### src/hw/rtl/ubfp_pkg.sv
package ubfp_pkg;

	// Characters the matchers look for.
	localparam logic [7:0] CH_DOLLAR = 8'h24;
	localparam logic [7:0] CH_F      = 8'h46;
	localparam logic [7:0] CH_W      = 8'h57;
	localparam logic [7:0] CH_C      = 8'h43;
	localparam logic [7:0] CH_GT     = 8'h3E;
	localparam logic [7:0] CH_SPACE  = 8'h20;
	localparam logic [7:0] CH_PLUS   = 8'h2B;
	localparam logic [7:0] CH_R      = 8'h52;
	localparam logic [7:0] CH_E      = 8'h45;
	localparam logic [7:0] CH_I      = 8'h49;
	localparam logic [7:0] CH_V      = 8'h56;
	localparam logic [7:0] CH_COMMA  = 8'h2C;
	localparam logic [7:0] CH_ONE    = 8'h31;
	localparam logic [7:0] CH_COLON  = 8'h3A;
	localparam logic [7:0] CH_MINUS  = 8'h2D;
	localparam logic [7:0] CH_ZERO   = 8'h30;
	localparam logic [7:0] CH_NINE   = 8'h39;
	localparam logic [7:0] CH_NUL    = 8'h00;

	// Command register codes.
	localparam logic [7:0] CMD_NONE   = 8'hFF;
	localparam logic [7:0] CMD_HEADER = 8'h00;
	localparam logic [7:0] CMD_FW     = 8'h01;
	localparam logic [7:0] CMD_PAGE   = 8'h02;

	// Header is five bytes; the length field at most four characters.
	localparam logic [2:0] HDR_BYTES   = 3'd5;
	localparam logic [2:0] LEN_CHARS   = 3'd4;
	localparam logic [1:0] LEAD_SKIP   = 2'd3;
	localparam logic [3:0] RECV_FULL   = 4'd11;
	localparam int         LVAL_W      = 14;

	localparam int IN_DATA_W  = 16;
	localparam int OUT_DATA_W = 88;

	// One result word.
	typedef struct packed {
		logic [7:0]  command_code;
		logic        command_set;
		logic        header_done;
		logic [7:0]  page_index;
		logic [31:0] page_crc;
		logic        prompt_seen;
		logic        data_valid;
		logic [9:0]  data_index;
		logic [7:0]  data_value;
		logic        page_done;
		logic [10:0] page_length;
	} ubfp_res_t;

	// One step of the "+RECEIVE,1," matcher.
	function automatic logic [3:0] step_receive(input logic [3:0] m, input logic [7:0] b);
		logic [3:0] r;
		r = 4'd0;
		case (b)
			CH_PLUS:  r = m + 4'd1;
			CH_R:     r = (m == 4'd1) ? 4'd2 : 4'd0;
			CH_E:     r = (m == 4'd2 || m == 4'd4 || m == 4'd7) ? m + 4'd1 : 4'd0;
			CH_C:     r = (m == 4'd3) ? 4'd4 : 4'd0;
			CH_I:     r = (m == 4'd5) ? 4'd6 : 4'd0;
			CH_V:     r = (m == 4'd6) ? 4'd7 : 4'd0;
			CH_COMMA: r = (m == 4'd8 || m == 4'd10) ? m + 4'd1 : 4'd0;
			CH_ONE:   r = (m == 4'd9) ? 4'd10 : 4'd0;
			default:  r = 4'd0;
		endcase
		return r;
	endfunction

endpackage

### src/hw/rtl/ubfp_parser.sv
module ubfp_parser #(
	parameter int PAGE_SIZE = 1024
) (
	input  logic                 clk,
	input  logic                 arst_n,
	input  logic                 step,
	input  logic [7:0]           rx_byte,
	input  logic                 program_phase,
	output ubfp_pkg::ubfp_res_t  res
);
	import ubfp_pkg::*;

	localparam int PTR_W = $clog2(PAGE_SIZE + 1);
	localparam logic [PTR_W-1:0] PAGE_LIM = PTR_W'(PAGE_SIZE);

	// Parser state.
	logic [1:0]       fw_q, cm_q, pm_q, lead_q;
	logic [7:0]       cmd_q;
	logic [2:0]       hcnt_q, dcnt_q;
	logic [7:0]       hdr_q [5];
	logic [3:0]       rm_q;
	logic             lact_q, lminus_q, lstop_q;
	logic [LVAL_W-1:0] lval_q;
	logic [PTR_W-1:0] exp_q, wp_q;

	logic [1:0]       fw_n, cm_n, pm_n, lead_n;
	logic [7:0]       cmd_n;
	logic [2:0]       hcnt_n, dcnt_n, hidx;
	logic [7:0]       hdr_n [5];
	logic [3:0]       rm_n;
	logic             lact_n, lminus_n, lstop_n;
	logic [LVAL_W-1:0] lval_n;
	logic [PTR_W-1:0] exp_n, wp_n;

	logic             cset, hdone, prompt, dv, pdone;
	logic [PTR_W-1:0] di, plen;
	logic [7:0]       dval;
	logic [PTR_W+10:0] di_ext, plen_ext;

	// Run all matchers on the current byte in their fixed order.
	always_comb begin
		fw_n = fw_q;
		cm_n = cm_q;
		pm_n = pm_q;
		lead_n = lead_q;
		cmd_n = cmd_q;
		hcnt_n = hcnt_q;
		dcnt_n = dcnt_q;
		hdr_n = hdr_q;
		rm_n = rm_q;
		lact_n = lact_q;
		lminus_n = lminus_q;
		lstop_n = lstop_q;
		lval_n = lval_q;
		exp_n = exp_q;
		wp_n = wp_q;
		hidx = 3'd0;
		cset = 1'b0;
		hdone = 1'b0;
		prompt = 1'b0;
		dv = 1'b0;
		pdone = 1'b0;
		di = '0;
		plen = '0;
		dval = 8'd0;

		// "$FW" matcher.
		case (rx_byte)
			CH_DOLLAR: fw_n = fw_q + 2'd1;
			CH_F:      fw_n = (fw_q == 2'd1) ? 2'd2 : 2'd0;
			CH_W:      fw_n = (fw_q == 2'd2) ? 2'd3 : 2'd0;
			default:   fw_n = 2'd0;
		endcase
		if (fw_n == 2'd3) begin
			cmd_n = CMD_FW;
			cset = 1'b1;
			fw_n = 2'd0;
		end

		// Header capture while the command is zero.
		if (cmd_n == CMD_HEADER) begin
			hidx = (hcnt_q > 3'd4) ? 3'd0 : hcnt_q;
			for (int i = 0; i < 5; i++) begin
				if (hidx == 3'(i)) hdr_n[i] = rx_byte;
			end
			hcnt_n = hidx + 3'd1;
			if (hcnt_n == HDR_BYTES) begin
				cmd_n = CMD_PAGE;
				cset = 1'b1;
				hdone = 1'b1;
				hcnt_n = 3'd0;
			end
		end

		// "$C" then the command byte.
		if (cm_q == 2'd2) begin
			cmd_n = rx_byte;
			cset = 1'b1;
		end
		case (rx_byte)
			CH_DOLLAR: cm_n = ((cm_q == 2'd2) ? 2'd0 : cm_q) + 2'd1;
			CH_C:      cm_n = (cm_q == 2'd1) ? 2'd2 : 2'd0;
			default:   cm_n = 2'd0;
		endcase

		// "> " prompt.
		case (rx_byte)
			CH_GT:    pm_n = pm_q + 2'd1;
			CH_SPACE: pm_n = (pm_q == 2'd1) ? 2'd2 : 2'd0;
			default:  pm_n = 2'd0;
		endcase
		if (pm_n >= 2'd2) begin
			prompt = 1'b1;
			pm_n = 2'd0;
		end

		// Length field: digits accumulate as they arrive.
		if (lact_q) begin
			if (rx_byte != CH_COLON && dcnt_q < LEN_CHARS) begin
				if (dcnt_q == 3'd0 && rx_byte == CH_MINUS) lminus_n = 1'b1;
				if (!lstop_q) begin
					if (rx_byte == CH_NUL) begin
						lstop_n = 1'b1;
					end else if (rx_byte >= CH_ZERO && rx_byte <= CH_NINE) begin
						lval_n = (lval_q << 3) + (lval_q << 1)
							+ LVAL_W'(rx_byte - CH_ZERO);
					end
				end
				dcnt_n = dcnt_q + 3'd1;
			end else begin
				exp_n = (lminus_q || lval_q > LVAL_W'(PAGE_SIZE)) ? '0 : lval_q[PTR_W-1:0];
				lact_n = 1'b0;
				dcnt_n = 3'd0;
				lval_n = '0;
				lminus_n = 1'b0;
				lstop_n = 1'b0;
			end
		end

		// Page data: skip the lead bytes, then write into the page.
		if (exp_n != '0) begin
			if (lead_q >= LEAD_SKIP) begin
				if (wp_q < PAGE_LIM) begin
					dv = 1'b1;
					di = wp_q;
					dval = rx_byte;
					wp_n = wp_q + PTR_W'(1);
				end
			end else begin
				lead_n = lead_q + 2'd1;
			end
			if (wp_n == exp_n) begin
				pdone = 1'b1;
				plen = wp_n;
				exp_n = '0;
				wp_n = '0;
				lead_n = 2'd0;
			end
		end

		// "+RECEIVE,1," opens a length field, only in program phase.
		if (program_phase) begin
			rm_n = step_receive(rm_q, rx_byte);
			if (rm_n >= RECV_FULL) begin
				lact_n = 1'b1;
				rm_n = 4'd0;
			end
		end
	end

	assign di_ext   = {11'd0, di};
	assign plen_ext = {11'd0, plen};

	// Result word for this byte.
	always_comb begin
		res.command_code = cmd_n;
		res.command_set  = cset;
		res.header_done  = hdone;
		res.page_index   = hdr_n[0];
		res.page_crc     = {hdr_n[4], hdr_n[3], hdr_n[2], hdr_n[1]};
		res.prompt_seen  = prompt;
		res.data_valid   = dv;
		res.data_index   = di_ext[9:0];
		res.data_value   = dval;
		res.page_done    = pdone;
		res.page_length  = plen_ext[10:0];
	end

	// State registers advance once per byte.
	always_ff @(posedge clk or negedge arst_n) begin
		if (!arst_n) begin
			fw_q <= 2'd0;
			cm_q <= 2'd0;
			pm_q <= 2'd0;
			lead_q <= 2'd0;
			cmd_q <= CMD_NONE;
			hcnt_q <= 3'd0;
			dcnt_q <= 3'd0;
			for (int i = 0; i < 5; i++) hdr_q[i] <= 8'd0;
			rm_q <= 4'd0;
			lact_q <= 1'b0;
			lminus_q <= 1'b0;
			lstop_q <= 1'b0;
			lval_q <= '0;
			exp_q <= '0;
			wp_q <= '0;
		end else if (step) begin
			fw_q <= fw_n;
			cm_q <= cm_n;
			pm_q <= pm_n;
			lead_q <= lead_n;
			cmd_q <= cmd_n;
			hcnt_q <= hcnt_n;
			dcnt_q <= dcnt_n;
			hdr_q <= hdr_n;
			rm_q <= rm_n;
			lact_q <= lact_n;
			lminus_q <= lminus_n;
			lstop_q <= lstop_n;
			lval_q <= lval_n;
			exp_q <= exp_n;
			wp_q <= wp_n;
		end
	end

endmodule

### src/hw/rtl/uart_bootloader_frame_parser_unit.sv
// Channel   Dir  Fields (tdata, lowest bit first)
// s_axis    in   rx_byte[7:0], program_phase[8], zero pad to 16 bits
// m_axis    out  command_code, command_set, header_done, page_index, page_crc,
//                prompt_seen, data_valid, data_index, data_value, page_done,
//                page_length, zero pad to 88 bits
//
// One word in, one word out. A word lands in an input register, is parsed from
// there and its result is held in the output register; a new word is taken every
// cycle while the output drains.
// arst_n clears all matchers, the command register (to none) and the page state.
// A stall on m_tready holds the result and lets one more word wait at the input.
module uart_bootloader_frame_parser_unit #(
	parameter int PAGE_SIZE = 1024
) (
	input  logic                               clk,
	input  logic                               arst_n,
	input  logic                               s_tvalid,
	output logic                               s_tready,
	input  logic [ubfp_pkg::IN_DATA_W-1:0]     s_tdata,  // rx_byte, program_phase
	output logic                               m_tvalid,
	input  logic                               m_tready,
	output logic [ubfp_pkg::OUT_DATA_W-1:0]    m_tdata   // command_code, command_set,
	                                                     // header_done, page_index,
	                                                     // page_crc, prompt_seen,
	                                                     // data_valid, data_index,
	                                                     // data_value, page_done,
	                                                     // page_length
);
	import ubfp_pkg::*;

	logic       vld_s1;
	logic [7:0] byte_s1;
	logic       phase_s1;
	logic       vld_q;
	ubfp_res_t  res_q;
	ubfp_res_t  res;
	logic       advance;

	// The parsed word moves on when the output register is free or draining.
	assign advance  = vld_s1 && (!vld_q || m_tready);
	assign s_tready = !vld_s1 || advance;

	// Input register.
	always_ff @(posedge clk or negedge arst_n) begin
		if (!arst_n) begin
			vld_s1 <= 1'b0;
		end else if (s_tready) begin
			vld_s1 <= s_tvalid;
		end
	end

	always_ff @(posedge clk) begin
		if (s_tready && s_tvalid) begin
			byte_s1  <= s_tdata[7:0];
			phase_s1 <= s_tdata[8];
		end
	end

	ubfp_parser #(
		.PAGE_SIZE(PAGE_SIZE)
	) u_parser (
		.clk          (clk),
		.arst_n       (arst_n),
		.step         (advance),
		.rx_byte      (byte_s1),
		.program_phase(phase_s1),
		.res          (res)
	);

	// Output register.
	always_ff @(posedge clk or negedge arst_n) begin
		if (!arst_n) begin
			vld_q <= 1'b0;
		end else if (advance) begin
			vld_q <= 1'b1;
		end else if (m_tready) begin
			vld_q <= 1'b0;
		end
	end

	always_ff @(posedge clk) begin
		if (advance) res_q <= res;
	end

	assign m_tvalid = vld_q;
	assign m_tdata  = {6'd0, res_q.page_length, res_q.page_done, res_q.data_value,
		res_q.data_index, res_q.data_valid, res_q.prompt_seen, res_q.page_crc,
		res_q.page_index, res_q.header_done, res_q.command_set, res_q.command_code};

endmodule

### config.mk
export PLATFORM = sky130hd
export DESIGN_NAME = uart_bootloader_frame_parser_unit
export DESIGN_NICKNAME = d
export VERILOG_FILES = /design/src/hw/rtl/ubfp_pkg.sv /design/src/hw/rtl/ubfp_parser.sv /design/src/hw/rtl/uart_bootloader_frame_parser_unit.sv
export SDC_FILE = /design/constraint.sdc
export NUM_CORES = 1
export LEC_CHECK = 0
export ABC_AREA = 1
export BUFFER_PORTS_ARGS = -buffer_cell sky130_fd_sc_hd__buf_4
export CORE_MARGIN = 2
export CORE_UTILIZATION = 50
export DETAILED_ROUTE_END_ITERATION = 8
export GPL_ROUTABILITY_DRIVEN = 0
export GPL_TIMING_DRIVEN = 0
export HOLD_SLACK_MARGIN = 0.03
export PLACE_DENSITY_LB_ADDON = 0.2
export SLEW_MARGIN = 10
export SYNTH_ARGS = -nofsm -noshare
export SYNTH_HDL_FRONTEND = slang
export SYNTH_SLANG_ARGS = --single-unit
### constraint.sdc
create_clock -name clk -period 7.7 [get_ports clk]
set_clock_uncertainty 0.05 [all_clocks]
set_input_delay 0.77 -clock clk [delete_from_list [all_inputs] [get_ports clk]]
set_output_delay 0.77 -clock clk [all_outputs]
set_load 0.01 [all_outputs]
# After elaboration in Yosys (flattened, before gate mapping)
# Index checks and enable logic that the tools add are counted.
# classes
eq_ne	42
n_lt_le_gt_ge	9
mux	66
reduce_logical	29
bitwise_logic	0
add_sub_neg	11
div_mod_pow	0
n_shift	0
mul	0
# ops
op	n
$mux 11	9
$mux 8	9
$eq 8x6->1 const B	7
$eq 8x7->1 const B	7
$mux 14	4
$mux 40	1
$pmux 4 s8	1
$add 14x14->14	2
$mux 2	10
$mux 4	5
$mux 1	18
$mux 3	6
$eq 4x3->1 const B	4
$logic_not 8->1	2
$gt 14x11->1 const B	1
$eq 4x4->1 const B	3
$reduce_and 2->1	6
$add 11x1->11 const B	1
$eq 11x11->1	1
$lt 11x11->1 const B	1
$reduce_bool 11->1	1
$ne 2x2->1 const B	5
$reduce_and 3->1	3
$sub 8x6->9 const B	1
25 further kinds	49
# totals
latch_bits	0
mem_count	0
regBits	198
mem_bits_ro	0
ram_bits	0
output_inout_bits	90
word_cells	191

# Longest topological paths before layout
# logic_depth
depth_word	10
mapped_depth	21

# Hierarchy
# From an unflattened synthesis, not the netlist that was laid out.
# unflattened
cells_unflattened	1135
hier_area_um2	10327.4
# by_module_without_submodules
module	cells_per_inst	seq_area_each_um2	area_per_inst_um2	n_inst
ubfp_parser	1025	2637.5	7450.9	1
uart_bootloader_frame_parser_unit	110	2782.7	2876.5	1

# Worst setup path before layout
# Ideal clock, no wire load.
# synth_path
kind	input to register
startpoint	in m_tready
endpoint	reg res_q (netlist bit m_tdata[0]), enable pin
path_stages	6
setup_slack_ps	3354
n_path_buf	2
required_time_ps	7172
arrival_time_ps	3817
setup_ps	478
cell_sequence	inv_1 -> nand2_1 -> nand2_1 -> inv_1 -> clkbuf_1 -> clkbuf_1
# synth_via
elab_chain_cells	2
# synth_lines
item	line_no	text
from (decl)	uart_bootloader_frame_parser_unit.sv:21	input logic m_tready,
$logic_or 1x1->1	uart_bootloader_frame_parser_unit.sv:40	assign advance = vld_s1 && (!vld_q || m_tready);
$logic_and 1x1->1	uart_bootloader_frame_parser_unit.sv:40	
named net advance	uart_bootloader_frame_parser_unit.sv:37	logic advance;
to (signal assigned)	uart_bootloader_frame_parser_unit.sv:82	if (advance) res_q <= res;
to (decl)	uart_bootloader_frame_parser_unit.sv:35	ubfp_res_t res_q;
# The timed path passes the listed nets, and every way through them passes these cells.
# A chain may end at the register's enable or synchronous reset.

# Final worst setup path
# layout_path
startpoint	reg byte_s1[4]
endpoint	reg u_parser.lval_q[12]
# layout_via
elab_chain_cells	6
word_cells_on_any_way	16
# layout_lines
item	line_no	text
from (decl)	uart_bootloader_frame_parser_unit.sv:32	logic [7:0] byte_s1;
from (signal assigned)	uart_bootloader_frame_parser_unit.sv:54	byte_s1 <= s_tdata[7:0];
$sub 8x6->9	ubfp_parser.sv:126	+ LVAL_W'(rx_byte - CH_ZERO);
$add 14x14->14	ubfp_parser.sv:126	
$mux 14	ubfp_parser.sv:124	end else if (rx_byte >= CH_ZERO && rx_byte <= CH_NINE) begin
$mux 14	ubfp_parser.sv:122	if (rx_byte == CH_NUL) begin
$mux 14	ubfp_parser.sv:121	if (!lstop_q) begin
$mux 14	ubfp_parser.sv:119	if (rx_byte != CH_COLON && dcnt_q < LEN_CHARS) begin
to (signal assigned)	ubfp_parser.sv:220	lval_q <= lval_n;
to (decl)	ubfp_parser.sv:23	logic [LVAL_W-1:0] lval_q;
# Parallel ways exist; a longest one is shown, timed or not. The select of a mux whose other input is x is not followed.

==> results.json <==
{
  "p_switching_mw": 1.16,
  "status": "finished, final reports clean",
  "min_period_ps": 3700,
  "critPathSlowestCell": "edfxtp_1",
  "intPower_mw": 2.22,
  "synth_area_leader_cell": "edfxtp_1",
  "cts_buffers": 17,
  "setup_viol": 0,
  "grt.overflow.total": 0,
  "synth_cell_types": 52,
  "grt_pass1_wl_um": 37300,
  "netlist_instances": 1115,
  "rrSetupSlack_ps": 4000,
  "crit_family": "adder cells",
  "drt_iter0_drc": 603,
  "netlist_area_sq_mm": 0.0102,
  "fin_nets": 1301,
  "crit_path_max_fanout": 7,
  "maxSlewViolCount": 0,
  "p_seq_share_pct": 44.1,
  "post_route_cells_drive_above_1_share_pct": 19.0,
  "antenna_found_initial": 0,
  "cp_common_cell": "nand2_1",
  "initial_utilization_pct": 50.8,
  "powerDensity_mw_per_mm2": 283,
  "hold_buffers": 0,
  "area_delta_synth_final_pct": 16.9,
  "fp.dieH_um": 147,
  "port_buffers": 96,
  "post-route-util_pct": 59.3,
  "root_buffer": "clkbuf_16",
  "worst_pin_slew_ps": 631,
  "die_area_sq_mm": 0.0216,
  "max-slew-margin-rel_pct": 58.0,
  "hold_viol": 0,
  "rsz0062_at_grt": "no",
  "hpwl_um": 16700,
  "io-pin-count": 110,
  "drtPass1Iterations": 5,
  "critical_path_class": "flip-flop to flip-flop",
  "synth.area.top_cells": "edfxtp_1 (27%), dfrtp_1 (24%), nand2_1 (11%), inv_1 (5.0%), o21ai_0 (4.3%)",
  "max_stage_delay_ps": 620,
  "grt_max_degree": 76,
  "timing.setup.tns_ps": 0,
  "grt_use_total_pct": 21.9,
  "power_leakage_nw": 5.68,
  "ant_nets": 0,
  "arrival_ps": 3990,
  "swShare_pct": 34.4,
  "crit_chain": "inv_1, ha_1, inv_1, fa_1, inv_1, ha_1, nand3_1, nand2_1, nand2_1, nand2_1, a21oi_1, o21ai_0, nand2_1, nand2_1, a21oi_1, or2_2, nand3_1, nand2_1",
  "worst_ir_drop_vdd_mv": 0.186,
  "cts_setup_buffers": 0,
  "cp.required_ps": 7990,
  "fmaxAchievable_mhz": 270,
  "cts_resized": 0,
  "drc": 0,
  "clkTransAtPathRegs_ps": 70,
  "ys_seq_elements": 198,
  "vias_per_cell": 5.14,
  "pwr-share-comb_pct": 29.5,
  "critPathCaptureType": "flip-flop",
  "routed_wl_um": 23100,
  "critPathLaunchType": "flip-flop",
  "htreeDepth": 4,
  "clockBufferDepth": 2,
  "period_share_pct": 48.1,
  "grt_pass1_vias": 7438,
  "yosysTopAreaCellShare_pct": 26.8,
  "clkSinkCount": 198,
  "via_count": 7819,
  "yosysSeqAreaShare_pct": 53.1,
  "clock_latency_ps": 450,
  "antenna-diode-count": 0,
  "cts_tree": "done",
  "avgSynthCellArea_sq_um": 9.15,
  "rows": 52,
  "yosysWarnings": 0,
  "hold_path_class": "input port to asynchronous set/reset pin",
  "cp_num_buf_inv": 3,
  "power_frac_clock_pct": 26.4,
  "die_w_um": 147,
  "drv_cap": 0,
  "coreArea_sq_mm": 0.0201,
  "wl_per_cell_um": 15.2
}
cell families (layout without fill, tap and decap cells):
| logic type | after synthesis | count (layout) | synth area share, % |
|---|---|---|---|
| xor+xnor | 16 | 16 | 1.37 |
| fa+ha+maj | 44 | 44 | 6.20 |
| other cells | 1 | 6 | 0.0367 |
| simple gates | 506 | 506 | 22.1 |
| flops | 198 | 198 | 53.1 |
| buf+inv | 190 | 320 | 8.41 |
| compound gates | 160 | 160 | 8.74 |
synth_stat cells (all sizes together):
| cell | n |
|---|---|
| buf | 29 |
| dfrtp | 99 |
| and3 | 1 |
| nor3 | 11 |
| or2 | 4 |
| inv | 146 |
| nand3b | 1 |
| nor2 | 95 |
| o31ai | 4 |
| nand3 | 64 |
| edfxtp | 91 |
| xor2 | 13 |
| o211ai | 2 |
| dfstp | 8 |
| xnor2 | 3 |
| o2111ai | 1 |
| and2 | 1 |
| clkinv | 3 |
| a31oi | 1 |
| a211o | 1 |
| nand2 | 313 |
| o22ai | 11 |
| a21oi | 28 |
| clkbuf | 12 |
| nor4 | 2 |
| fa | 11 |
| conb | 1 |
| ha | 33 |
| nand4 | 14 |
| o311ai | 1 |
| o21ai | 111 |
cell type report:
cell class              count  area, sq um
multi-input cells         732         3950
flip-flops and latches    198         5420
clock inverters            14          150
clock buffers              18          439
repair buffers             98          772
fillers                  1722         8180
well taps                 270          338
plain buffers              41          289
inverters                 149          573
metrics by stage:
stage	total power, mW	worst slack [ps]	hold WS, ps	area [sq um]	cells
2_1_floorplan	2.13	3350	395	10200	1120
5_1_grt	3.56	3740	178	11900	1520
3_3_place_gp	2.47	1700	407	11300	1486
6_report	3.38	4000	162	11900	1520
3_5_place_dp	2.50	3990	413	11300	1488
4_1_cts	3.39	3980	165	11900	1520
path summary, 6_finish.rpt:
path                                         from             endpoint  depth (start not counted)
max in group asynchronous                  arst_n    u_parser.cmd_q[6]                          2
worst max register to register         byte_s1[4]  u_parser.lval_q[12]                         18
worst min register to register  u_parser.cmd_q[3]    u_parser.cmd_q[3]                          2
min in group clk                u_parser.cmd_q[3]    u_parser.cmd_q[3]                          2
worst max-delay path                   byte_s1[4]  u_parser.lval_q[12]                         18
worst min-delay path                       arst_n   u_parser.hdr_q[12]                          1
routing by layer:
metal	GRT usage, %	up-vias	share of wire (%)
met3	3.54	36	4.7
met2	35.5	222	47
met4	6.80	0	1.9
met1	30.5	3710	46
met5	0	-	0
li1	-	3851	-
cell usage in the layout (no fill, tap or decap), types with 6 or more instances in the layout:
cell type  instances
conb_1             6
o21ai_0           87
nand3_2            9
edfxtp_1          91
buf_4            107
o22ai_1           11
xor2_1            13
nor2_1            74
clkbuf_16         17
nor3_1            10
a21oi_1           25
ha_1              33
nand2_1          299
o21ai_1           15
nand2_2            9
o21ai_2            9
nand4_1           13
nand3_1           54
fa_1              11
inv_2              7
dfrtp_1           99
dfstp_2            8
clkbuf_1          11
buf_6             12
inv_1            136
nor2_2            17
flip-flops by register name, indices dropped and copies added, names as in the netlist, 2 cells and up:
name             flops
u_parser.pm_q        2
byte_s1              8
m_tdata             82
u_parser.rm_q        4
u_parser.lead_q      2
u_parser.exp_q      11
u_parser.hcnt_q      3
u_parser.cm_q        2
u_parser.lval_q     14
u_parser.fw_q        2
u_parser.cmd_q       8
u_parser.dcnt_q      3
u_parser.hdr_q      40
u_parser.wp_q       11
power by group through the flow:
stage               logic [mW]  clock network [mW]  registers [mW]
floorplan                0.569                   0            1.56
global placement         0.952                   0            1.51
detailed placement       0.989                   0            1.51
CTS                      0.996               0.905            1.49
global route              1.10               0.943            1.51
finish                   0.995               0.893            1.49
Note: power is estimated with default switching activity, not from simulation.
